==> config.mk <==
export PLATFORM = sky130hd
export DESIGN_NAME = cube_map_face_select_unit
export DESIGN_NICKNAME = d
export VERILOG_FILES = /design/src/rtl/cmfs_pkg.sv /design/src/rtl/cmfs_front.sv /design/src/rtl/cmfs_div_cell.sv /design/src/rtl/cmfs_finish.sv /design/src/rtl/cube_map_face_select_unit.sv
export SDC_FILE = /design/constraint.sdc
export NUM_CORES = 2
export LEC_CHECK = 0
export BUFFER_PORTS_ARGS = -buffer_cell sky130_fd_sc_hd__buf_4
export CORE_ASPECT_RATIO = 1.1
export CORE_MARGIN = 10
export CORE_UTILIZATION = 55
export CTS_CLUSTER_DIAMETER = 40
export DETAILED_ROUTE_END_ITERATION = 10
export GPL_TIMING_DRIVEN = 0
export PLACE_DENSITY = 0.69
export SLEW_MARGIN = 10
export SYNTH_ARGS = -nofsm -noshare
export SYNTH_HDL_FRONTEND = slang
export SYNTH_SLANG_ARGS = --single-unit
==> constraint.sdc <==
create_clock -name clk -period 9.5 [get_ports clk]
set_clock_uncertainty 0.2 [all_clocks]
set_input_delay 0.95 -clock clk [delete_from_list [all_inputs] [get_ports clk]]
set_output_delay 0.95 -clock clk [all_outputs]
set_load 0.005 [all_outputs]
==> src/rtl/cmfs_pkg.sv <==
// ----------------------------------------------------------------------------
// cmfs_pkg
// Shared types and constants for the cube map face select unit: transaction
// payloads, face codes and the record that travels down the divider chain.
// ----------------------------------------------------------------------------
package cmfs_pkg;

  // direction component width and fraction width of the face coordinates
  localparam int CMFS_COORD_BITS = 16;
  localparam int CMFS_FRAC_BITS  = 16;

  // face codes
  localparam logic [2:0] FACE_POS_X = 3'd0;
  localparam logic [2:0] FACE_NEG_X = 3'd1;
  localparam logic [2:0] FACE_POS_Y = 3'd2;
  localparam logic [2:0] FACE_NEG_Y = 3'd3;
  localparam logic [2:0] FACE_POS_Z = 3'd4;
  localparam logic [2:0] FACE_NEG_Z = 3'd5;

  // face center and full span in Q1.FRAC_BITS
  localparam logic [CMFS_FRAC_BITS:0] CMFS_HALF =
    (CMFS_FRAC_BITS+1)'(1) << (CMFS_FRAC_BITS - 1);
  localparam logic [CMFS_FRAC_BITS:0] CMFS_ONE =
    (CMFS_FRAC_BITS+1)'(1) << CMFS_FRAC_BITS;

  // input transaction
  typedef struct packed {
    logic signed [CMFS_COORD_BITS-1:0] dir_x;
    logic signed [CMFS_COORD_BITS-1:0] dir_y;
    logic signed [CMFS_COORD_BITS-1:0] dir_z;
  } cmfs_in_t;

  // output transaction
  typedef struct packed {
    logic [2:0]                face;
    logic [CMFS_FRAC_BITS:0]   coord_s;
    logic [CMFS_FRAC_BITS:0]   coord_t;
    logic                      zero_vector;
  } cmfs_out_t;

  // one coordinate lane of the divider: partial remainder, quotient so far
  typedef struct packed {
    logic [CMFS_COORD_BITS-1:0] trial;
    logic [CMFS_FRAC_BITS-1:0]  quo;
    logic                       neg;
  } cmfs_lane_t;

  // record handed from cell to cell
  typedef struct packed {
    logic [2:0]                 face;
    logic                       zero;
    logic [CMFS_COORD_BITS-1:0] ma;
    cmfs_lane_t                 s;
    cmfs_lane_t                 t;
  } cmfs_cell_t;

endpackage

==> src/rtl/cmfs_front.sv <==
// ----------------------------------------------------------------------------
// cmfs_front
// Major axis selection: magnitudes, face code, and the s/t numerator
// magnitudes and signs from the sign table. Registered into the chain.
// ----------------------------------------------------------------------------
module cmfs_front
  import cmfs_pkg::*;
(
  input  logic       clk,
  input  logic       rst,
  input  logic       in_valid,
  output logic       in_ready,
  input  cmfs_in_t   in_data,
  output logic       out_valid,
  input  logic       out_ready,
  output cmfs_cell_t out_data
);

  localparam int C = CMFS_COORD_BITS;

  logic [C-1:0] ux, uy, uz;
  logic [C-1:0] ax, ay, az;
  logic         nx, ny, nz;
  logic         px, py, pz;
  cmfs_cell_t   sel;

  // magnitudes and signs; the most negative value stays exact
  always_comb begin
    ux = in_data.dir_x;
    uy = in_data.dir_y;
    uz = in_data.dir_z;
    nx = ux[C-1];
    ny = uy[C-1];
    nz = uz[C-1];
    ax = nx ? (~ux + 1'b1) : ux;
    ay = ny ? (~uy + 1'b1) : uy;
    az = nz ? (~uz + 1'b1) : uz;
    px = !nx && (ux != '0);
    py = !ny && (uy != '0);
    pz = !nz && (uz != '0);
  end

  // face pick, ties to x then y then z, with the sign table
  always_comb begin
    sel         = '0;
    sel.zero    = (ax == '0) && (ay == '0) && (az == '0);
    if (ax >= ay && ax >= az) begin
      sel.ma      = ax;
      sel.s.trial = az;
      sel.t.trial = ay;
      sel.t.neg   = py;
      if (!nx) begin
        sel.face  = FACE_POS_X;
        sel.s.neg = pz;
      end else begin
        sel.face  = FACE_NEG_X;
        sel.s.neg = nz;
      end
    end else if (ay >= az) begin
      sel.ma      = ay;
      sel.s.trial = ax;
      sel.s.neg   = nx;
      sel.t.trial = az;
      if (!ny) begin
        sel.face  = FACE_POS_Y;
        sel.t.neg = nz;
      end else begin
        sel.face  = FACE_NEG_Y;
        sel.t.neg = pz;
      end
    end else begin
      sel.ma      = az;
      sel.s.trial = ax;
      sel.t.trial = ay;
      sel.t.neg   = py;
      if (!nz) begin
        sel.face  = FACE_POS_Z;
        sel.s.neg = nx;
      end else begin
        sel.face  = FACE_NEG_Z;
        sel.s.neg = px;
      end
    end
  end

  // stage register, moves when downstream is empty or draining
  assign in_ready = !out_valid || out_ready;

  always_ff @(posedge clk) begin
    if (rst) begin
      out_valid <= 1'b0;
    end else if (in_ready) begin
      out_valid <= in_valid;
    end
  end

  always_ff @(posedge clk) begin
    if (in_ready && in_valid) begin
      out_data <= sel;
    end
  end

endmodule

==> src/rtl/cmfs_div_cell.sv <==
// ----------------------------------------------------------------------------
// cmfs_div_cell
// One restoring division step for both coordinate lanes against the shared
// major axis magnitude; yields one quotient bit per lane.
// ----------------------------------------------------------------------------
module cmfs_div_cell
  import cmfs_pkg::*;
(
  input  logic       clk,
  input  logic       rst,
  input  logic       in_valid,
  output logic       in_ready,
  input  cmfs_cell_t in_data,
  output logic       out_valid,
  input  logic       out_ready,
  output cmfs_cell_t out_data
);

  localparam int C = CMFS_COORD_BITS;
  localparam int F = CMFS_FRAC_BITS;

  logic         s_ge, t_ge;
  logic [C-1:0] s_rem, t_rem;
  cmfs_cell_t   step;

  // compare, subtract, shift remainder, shift in quotient bit
  always_comb begin
    s_ge  = in_data.s.trial >= in_data.ma;
    t_ge  = in_data.t.trial >= in_data.ma;
    s_rem = s_ge ? (in_data.s.trial - in_data.ma) : in_data.s.trial;
    t_rem = t_ge ? (in_data.t.trial - in_data.ma) : in_data.t.trial;
    step         = in_data;
    step.s.trial = {s_rem[C-2:0], 1'b0};
    step.t.trial = {t_rem[C-2:0], 1'b0};
    step.s.quo   = {in_data.s.quo[F-2:0], s_ge};
    step.t.quo   = {in_data.t.quo[F-2:0], t_ge};
  end

  // cell register
  assign in_ready = !out_valid || out_ready;

  always_ff @(posedge clk) begin
    if (rst) begin
      out_valid <= 1'b0;
    end else if (in_ready) begin
      out_valid <= in_valid;
    end
  end

  always_ff @(posedge clk) begin
    if (in_ready && in_valid) begin
      out_data <= step;
    end
  end

endmodule

==> src/rtl/cmfs_finish.sv <==
// ----------------------------------------------------------------------------
// cmfs_finish
// Turns quotient magnitudes into floored signed offsets around the face
// center, handles the zero vector, and holds the output register.
// ----------------------------------------------------------------------------
module cmfs_finish
  import cmfs_pkg::*;
(
  input  logic       clk,
  input  logic       rst,
  input  logic       in_valid,
  output logic       in_ready,
  input  cmfs_cell_t in_data,
  output logic       out_valid,
  input  logic       out_ready,
  output cmfs_out_t  out_data
);

  localparam int F = CMFS_FRAC_BITS;

  logic [F:0] s_mag, t_mag;
  cmfs_out_t  res;

  // negative quotients round away from zero when a remainder is left
  always_comb begin
    s_mag = {1'b0, in_data.s.quo} + (F+1)'(in_data.s.neg && (in_data.s.trial != '0));
    t_mag = {1'b0, in_data.t.quo} + (F+1)'(in_data.t.neg && (in_data.t.trial != '0));
    res.face        = in_data.face;
    res.zero_vector = in_data.zero;
    res.coord_s     = in_data.s.neg ? (CMFS_HALF - s_mag) : (CMFS_HALF + s_mag);
    res.coord_t     = in_data.t.neg ? (CMFS_HALF - t_mag) : (CMFS_HALF + t_mag);
    if (in_data.zero) begin
      res.face    = FACE_POS_X;
      res.coord_s = CMFS_HALF;
      res.coord_t = CMFS_HALF;
    end
  end

  // output register
  assign in_ready = !out_valid || out_ready;

  always_ff @(posedge clk) begin
    if (rst) begin
      out_valid <= 1'b0;
    end else if (in_ready) begin
      out_valid <= in_valid;
    end
  end

  always_ff @(posedge clk) begin
    if (in_ready && in_valid) begin
      out_data <= res;
    end
  end

endmodule

==> src/rtl/cube_map_face_select_unit.sv <==
// ----------------------------------------------------------------------------
// cube_map_face_select_unit
// Cube map face selection: major axis pick and per-face s,t coordinates,
// with the divisions done by a chain of one-bit restoring divider cells.
//
//   channel   signals                        payload
//   input     in_valid / in_ready            in_data  (cmfs_in_t)
//   output    out_valid / out_ready          out_data (cmfs_out_t)
//
// One transaction enters per cycle while the output is not stalled; the stages are
// one selection stage, one divider cell per quotient bit, and one output stage.
// Reset clears the valid bits of every stage; the data registers are not reset.
// Each stage holds while the next one is full and stalled, so bubbles in
// the chain are still filled while a result waits at the output.
// ----------------------------------------------------------------------------
module cube_map_face_select_unit
  import cmfs_pkg::*;
(
  input  logic      clk,
  input  logic      rst,
  input  logic      in_valid,
  output logic      in_ready,
  input  cmfs_in_t  in_data,
  output logic      out_valid,
  input  logic      out_ready,
  output cmfs_out_t out_data
);

  localparam int F = CMFS_FRAC_BITS;

  logic       chain_valid [0:F];
  logic       chain_ready [0:F];
  cmfs_cell_t chain_data  [0:F];

  // axis selection
  cmfs_front u_front (
    .clk       (clk),
    .rst       (rst),
    .in_valid  (in_valid),
    .in_ready  (in_ready),
    .in_data   (in_data),
    .out_valid (chain_valid[0]),
    .out_ready (chain_ready[0]),
    .out_data  (chain_data[0])
  );

  // divider chain, one quotient bit per cell
  for (genvar i = 0; i < F; i++) begin : g_cell
    cmfs_div_cell u_cell (
      .clk       (clk),
      .rst       (rst),
      .in_valid  (chain_valid[i]),
      .in_ready  (chain_ready[i]),
      .in_data   (chain_data[i]),
      .out_valid (chain_valid[i+1]),
      .out_ready (chain_ready[i+1]),
      .out_data  (chain_data[i+1])
    );
  end

  // rounding and output register
  cmfs_finish u_finish (
    .clk       (clk),
    .rst       (rst),
    .in_valid  (chain_valid[F]),
    .in_ready  (chain_ready[F]),
    .in_data   (chain_data[F]),
    .out_valid (out_valid),
    .out_ready (out_ready),
    .out_data  (out_data)
  );

  // zero vector always yields the default face and center coordinates
  a_zero_default: assert property (@(posedge clk) disable iff (rst)
    out_valid && out_data.zero_vector |->
      out_data.face == FACE_POS_X && out_data.coord_s == CMFS_HALF &&
      out_data.coord_t == CMFS_HALF)
    else $error("zero vector result is not the default");

  // coordinates stay within the face span
  a_coord_range: assert property (@(posedge clk) disable iff (rst)
    out_valid |-> out_data.coord_s <= CMFS_ONE && out_data.coord_t <= CMFS_ONE)
    else $error("face coordinate out of range");

  // only the six face codes come out
  a_face_code: assert property (@(posedge clk) disable iff (rst)
    out_valid |-> out_data.face <= FACE_NEG_Z)
    else $error("face code out of range");

  // no transaction survives reset
  a_reset_empty: assert property (@(posedge clk)
    rst |=> !out_valid && !chain_valid[0])
    else $error("pipeline not empty after reset");

endmodule
==> impl_summary.md <==
Floorplan
The area enclosed by the die boundary is about 140000 µm². The number of rows created at floorplan is approximately 140. The core region is about 120000 µm². The chip height is ~390 µm.

The die extent in x is between 300 and 400 µm. The starting density of the core is 0.553. The top-level I/O count is 92.

Detailed routing
The via count normalized by instance count is slightly below 6. The vias after detailed routing is 47600. The number of iterations in the first detailed-routing pass is 6.

Summed over all layers, the routed wires come to around 170000 µm. After the first detailed-routing iteration, the DRC count stood at ~3600. After detailed routing, the average wire length per cell comes to between 20 and 25 µm. The number of antenna-violating nets in the routed design is 0. After detailed routing, the number of remaining DRC violations is 0.

Logic synthesis
Of all flip-flops after synthesis, the portion carrying an async set or reset was 0. Yosys printed 0 warnings. In this run, synthesis produced a sequential element count of around 1200.

The number of enable flip-flop cells after synthesis is between 1000 and 1500. The summed instance area of the synthesized netlist is roughly 69000 µm². The share of synthesized area occupied by flip-flops and latches is 0.519. After technology mapping, the gate count stands at 6059. The fraction of post-synthesis cell area in the top cell type by area is 0.514.

The mean area per synthesized cell is 11.4 µm². Sorting the synthesized cells by area gives the leading types as edfxtp_1, ha_1, mux2_2. The number of distinct standard cells referenced by the synthesized netlist is 82. The library cell occupying the most area in the post-synthesis netlist is edfxtp_1. Synthesis produced a netlist with a net count of around 6700. The flip-flop cell with the highest count after synthesis is edfxtp_1.

Clock network
The clock drives about 1200 sinks. CTS built an H-tree with a depth of 4. The library cell used as clock root buffer is clkbuf_16. The count of hold buffers inserted by post-cts repair is 0. In this run, post-CTS repair resized a total of 0 instances.

TritonCTS built the clock tree. The number of setup buffers added after CTS is 0. The number of buffers on the longest clock path is 3.

Clock-pin slew was measured on the worst setup and hold paths at around 0.060 ns. Buffers inserted during clock tree synthesis total approximately 150. The later-pin clock latency in the skew report is a little under 0.8 ns.

Worst hold path
The critical hold path startpoint is g_cell[13].u_cell.out_data[85]$_DFFE_PP_. The path class of the tightest hold or removal check is reg -> reg.

Place
The congestion estimate from routability-driven global placement came to between 0.9 and 1. Buffers placed on the I/O ports in this run total between 80 and 90. The final HPWL from detailed placement is roughly 130000 µm.

Critical path
For the worst setup path, the data required time is around 9.8 ns. The type of destination of the critical path is a register. The cell family contributing the most delay on the critical path is simple AND/OR/NAND/NOR gates. Together, buffers and inverters on the worst path number 3. In this run the worst setup path begins at in_data[5].

In this run the worst path has a maximum fanout of 10. The highest cell delay on the worst timing path is ~0.59 ns. The classification of the worst setup path is in -> reg. STA classifies the critical path startpoint as a primary input. The standard cell with the maximum stage delay on the critical path is xor2_1. Walking the worst path, the cells encountered are buf_4, or4_4, or3_4, or3_4, o41ai_2, xor2_1, ha_1, a21o_1, a21o_1, a21oi_1, o21ai_0, o22ai_1, nand2_1, inv_1, buf_1, a21oi_1. In this run the critical register-to-register path is launched from g_cell[15].u_cell.out_data[0]$_DFFE_PP_.

Data on the critical path arrives at its endpoint at approximately 5.7 ns.

STA
The number of pins exceeding their max-slew limit in the final report is 0. Adding up every negative setup slack in the final design gives 0 ns. The fmax is about 0.18 GHz. The count of endpoints failing setup in the final report is 0. Final hold analysis gives a worst-case slack of ~0.20 ns. The clock period could shrink to roughly 5.4 ns. The worst-margin pin slew is just over 0.9 ns.

Of the available clock period, the critical path in the final layout requires 0.571. The number of hold violations in the final report was 0. In this run the tightest slew margin relative to its limit is 0.374. Setup repair after global routing left no endpoint under its margin.

Global routing
The pin count of the biggest net entering global routing is 39. The via count of the first global-routing pass was between 40000 and 50000. The number of antenna violations at the first check in global routing is 1.

The sum of overflow across all layers after global routing is 0. The first global-routing pass estimated 260000 µm of wire. Across every metal layer, demand over resource in global routing totals 0.237.

Outcome
The run finished with clean final reports.

Pwr
The largest vdd supply drop is 0.000204 V. The power density over cell area is around 170 nW/µm². The static leakage power is 30.2 nW.

Finish
The repair_antennas step left the layout with diodes totalling 0. The fraction of layout cells with a size suffix above 1 is 0.110. The number of nets in the finished design is roughly 7000.

Counting the fill cells in the layout gives just under 10000. From synthesis to final layout, the design area changed by 12.8%.

Run
Across the run, the number of max-cap violations was 0.
==> where the power goes <==
part           internal (W)  total (W)  leakage (nW)  switching (W)
Clock               0.00355    0.00583          2.54        0.00228
Combinational      0.000539    0.00127          16.8       0.000731
Sequential          0.00590    0.00597          10.8      0.0000701
Total               0.00999     0.0131          30.2        0.00308
==> worst register-to-register path, stage by stage, from the launching register on <==
cell and delay (ns):
edfxtp_1 0.40, inv_1 0.24, a41oi_1 0.59, ha_1 0.38
ha_1 0.30, nand3_1 0.15, xor2_1 0.29, nand3_1 0.18
nor4b_1 0.51, or3b_1 0.46, mux2i_1 0.14, a22oi_1 0.29
mux2_2 0.38
==> per-layer routing <==
layer / part of all wire / GRT usage / wire length, µm
met1: 0.43 / 0.305 / 71800
met5: 0 / 0 / 0
met4: 0.035 / 0.0830 / 5850
met2: 0.49 / 0.409 / 83100
met3: 0.044 / 0.0330 / 7450
==> synth_stat cells (44+ instances only) <==
cell type  count
a21boi_0      44
a21o_1       125
a21oi_1      429
a31oi_1       56
and2_1        61
clkbuf_1     121
edfxtp_1    1180
ha_1         570
inv_1        423
mux2_2       211
mux2i_1       56
nand2_1      442
nand2b_1      59
nand3_1       80
nand4_1      100
nor2_1       371
nor2b_1       86
nor3_1       116
o21a_1        82
o21ai_0      405
o31ai_1       57
or2_2         44
or3_1         67
xnor2_1      207
xor2_1       181
==> metrics by stage <==
stage	std cells	area, µm²	setup slack (ns)	power [W]	util
2_1_floorplan	6059	69000	1.62	0.00698	-
3_3_place_gp	7803	71700	-0.851	0.00731	0.575
3_5_place_dp	7840	72600	3.36	0.00732	0.582
4_1_cts	8120	77800	4.05	0.0132	0.624
5_1_grt	8120	77800	3.75	0.0136	0.624
6_report	8120	77800	4.07	0.0131	0.624
==> registers in the layout, indices dropped and copies added (netlist names) <==
register                 count
g_cell.u_cell.out_valid     16
u_front.out_data            54
u_finish.out_data           38
u_finish.out_valid           1
g_cell.u_cell.out_data    1088
u_front.out_valid            1
==> worst paths after layout <==
kind / slack [ns] / end / cells past startpoint
worst max-delay path: 4.07 / u_front.out_data[27]$_DFFE_PP_ / 16
worst min-delay path: 0.20 / g_cell[14].u_cell.out_data[85]$_DFFE_PP_ / 0
worst max register to register: 4.76 / u_finish.out_data[13]$_SDFFCE_PP0P_ / 12
worst min register to register: 0.20 / g_cell[14].u_cell.out_data[85]$_DFFE_PP_ / 0
==> layout by cell type, fill, tap and decap left out, types with 20 or more instances in the layout <==
master	instances
a21o_1	125
or3_1	67
clkbuf_1	140
buf_4	89
and2_1	60
o21ai_0	405
o21bai_1	33
a31oi_1	54
inv_6	22
fa_1	32
nand2b_1	59
xnor2_1	207
nand2_1	442
or2_2	44
a211oi_1	21
a31o_2	26
clkbuf_16	156
nor2_1	370
nor4_1	28
o31ai_1	57
a21boi_0	37
a211o_1	30
buf_12	34
clkinv_2	20
edfxtp_1	1180
o31a_1	20
mux2i_1	56
nand3_1	80
ha_1	570
o211ai_1	24
nor2b_1	79
o21a_1	82
xor2_1	181
inv_1	423
and3_1	24
mux2_2	211
o41ai_1	24
nor3_1	116
a21oi_1	429
nand4_1	100
==> final cells by class <==
cell class,instances,area (µm²),share of cell area
clock buffer,175,3980,0.0511
inverter,423,1590,0.0204
multi-input combinational,4298,31200,0.401
tap,1656,2070,0.0266
sequential,1198,35800,0.460
timing repair buffer,125,1420,0.0183
buffer,140,554,0.00712
clock inverter,105,1210,0.0155
==> cell families after synthesis <==
| logic type | after synthesis | share of synthesized area |
|---|---|---|
| adder cells (fa/ha/maj) | 602 | 0.113 |
| multiplexers | 267 | 0.0426 |
| AND/OR/NAND/NOR | 1545 | 0.110 |
| buffers and inverters | 563 | 0.0311 |
| XOR/XNOR | 389 | 0.0495 |
| AO/OA/AOI/OAI | 1495 | 0.136 |
| flip-flops | 1198 | 0.519 |
Note: power is estimated with default switching activity, not from simulation.
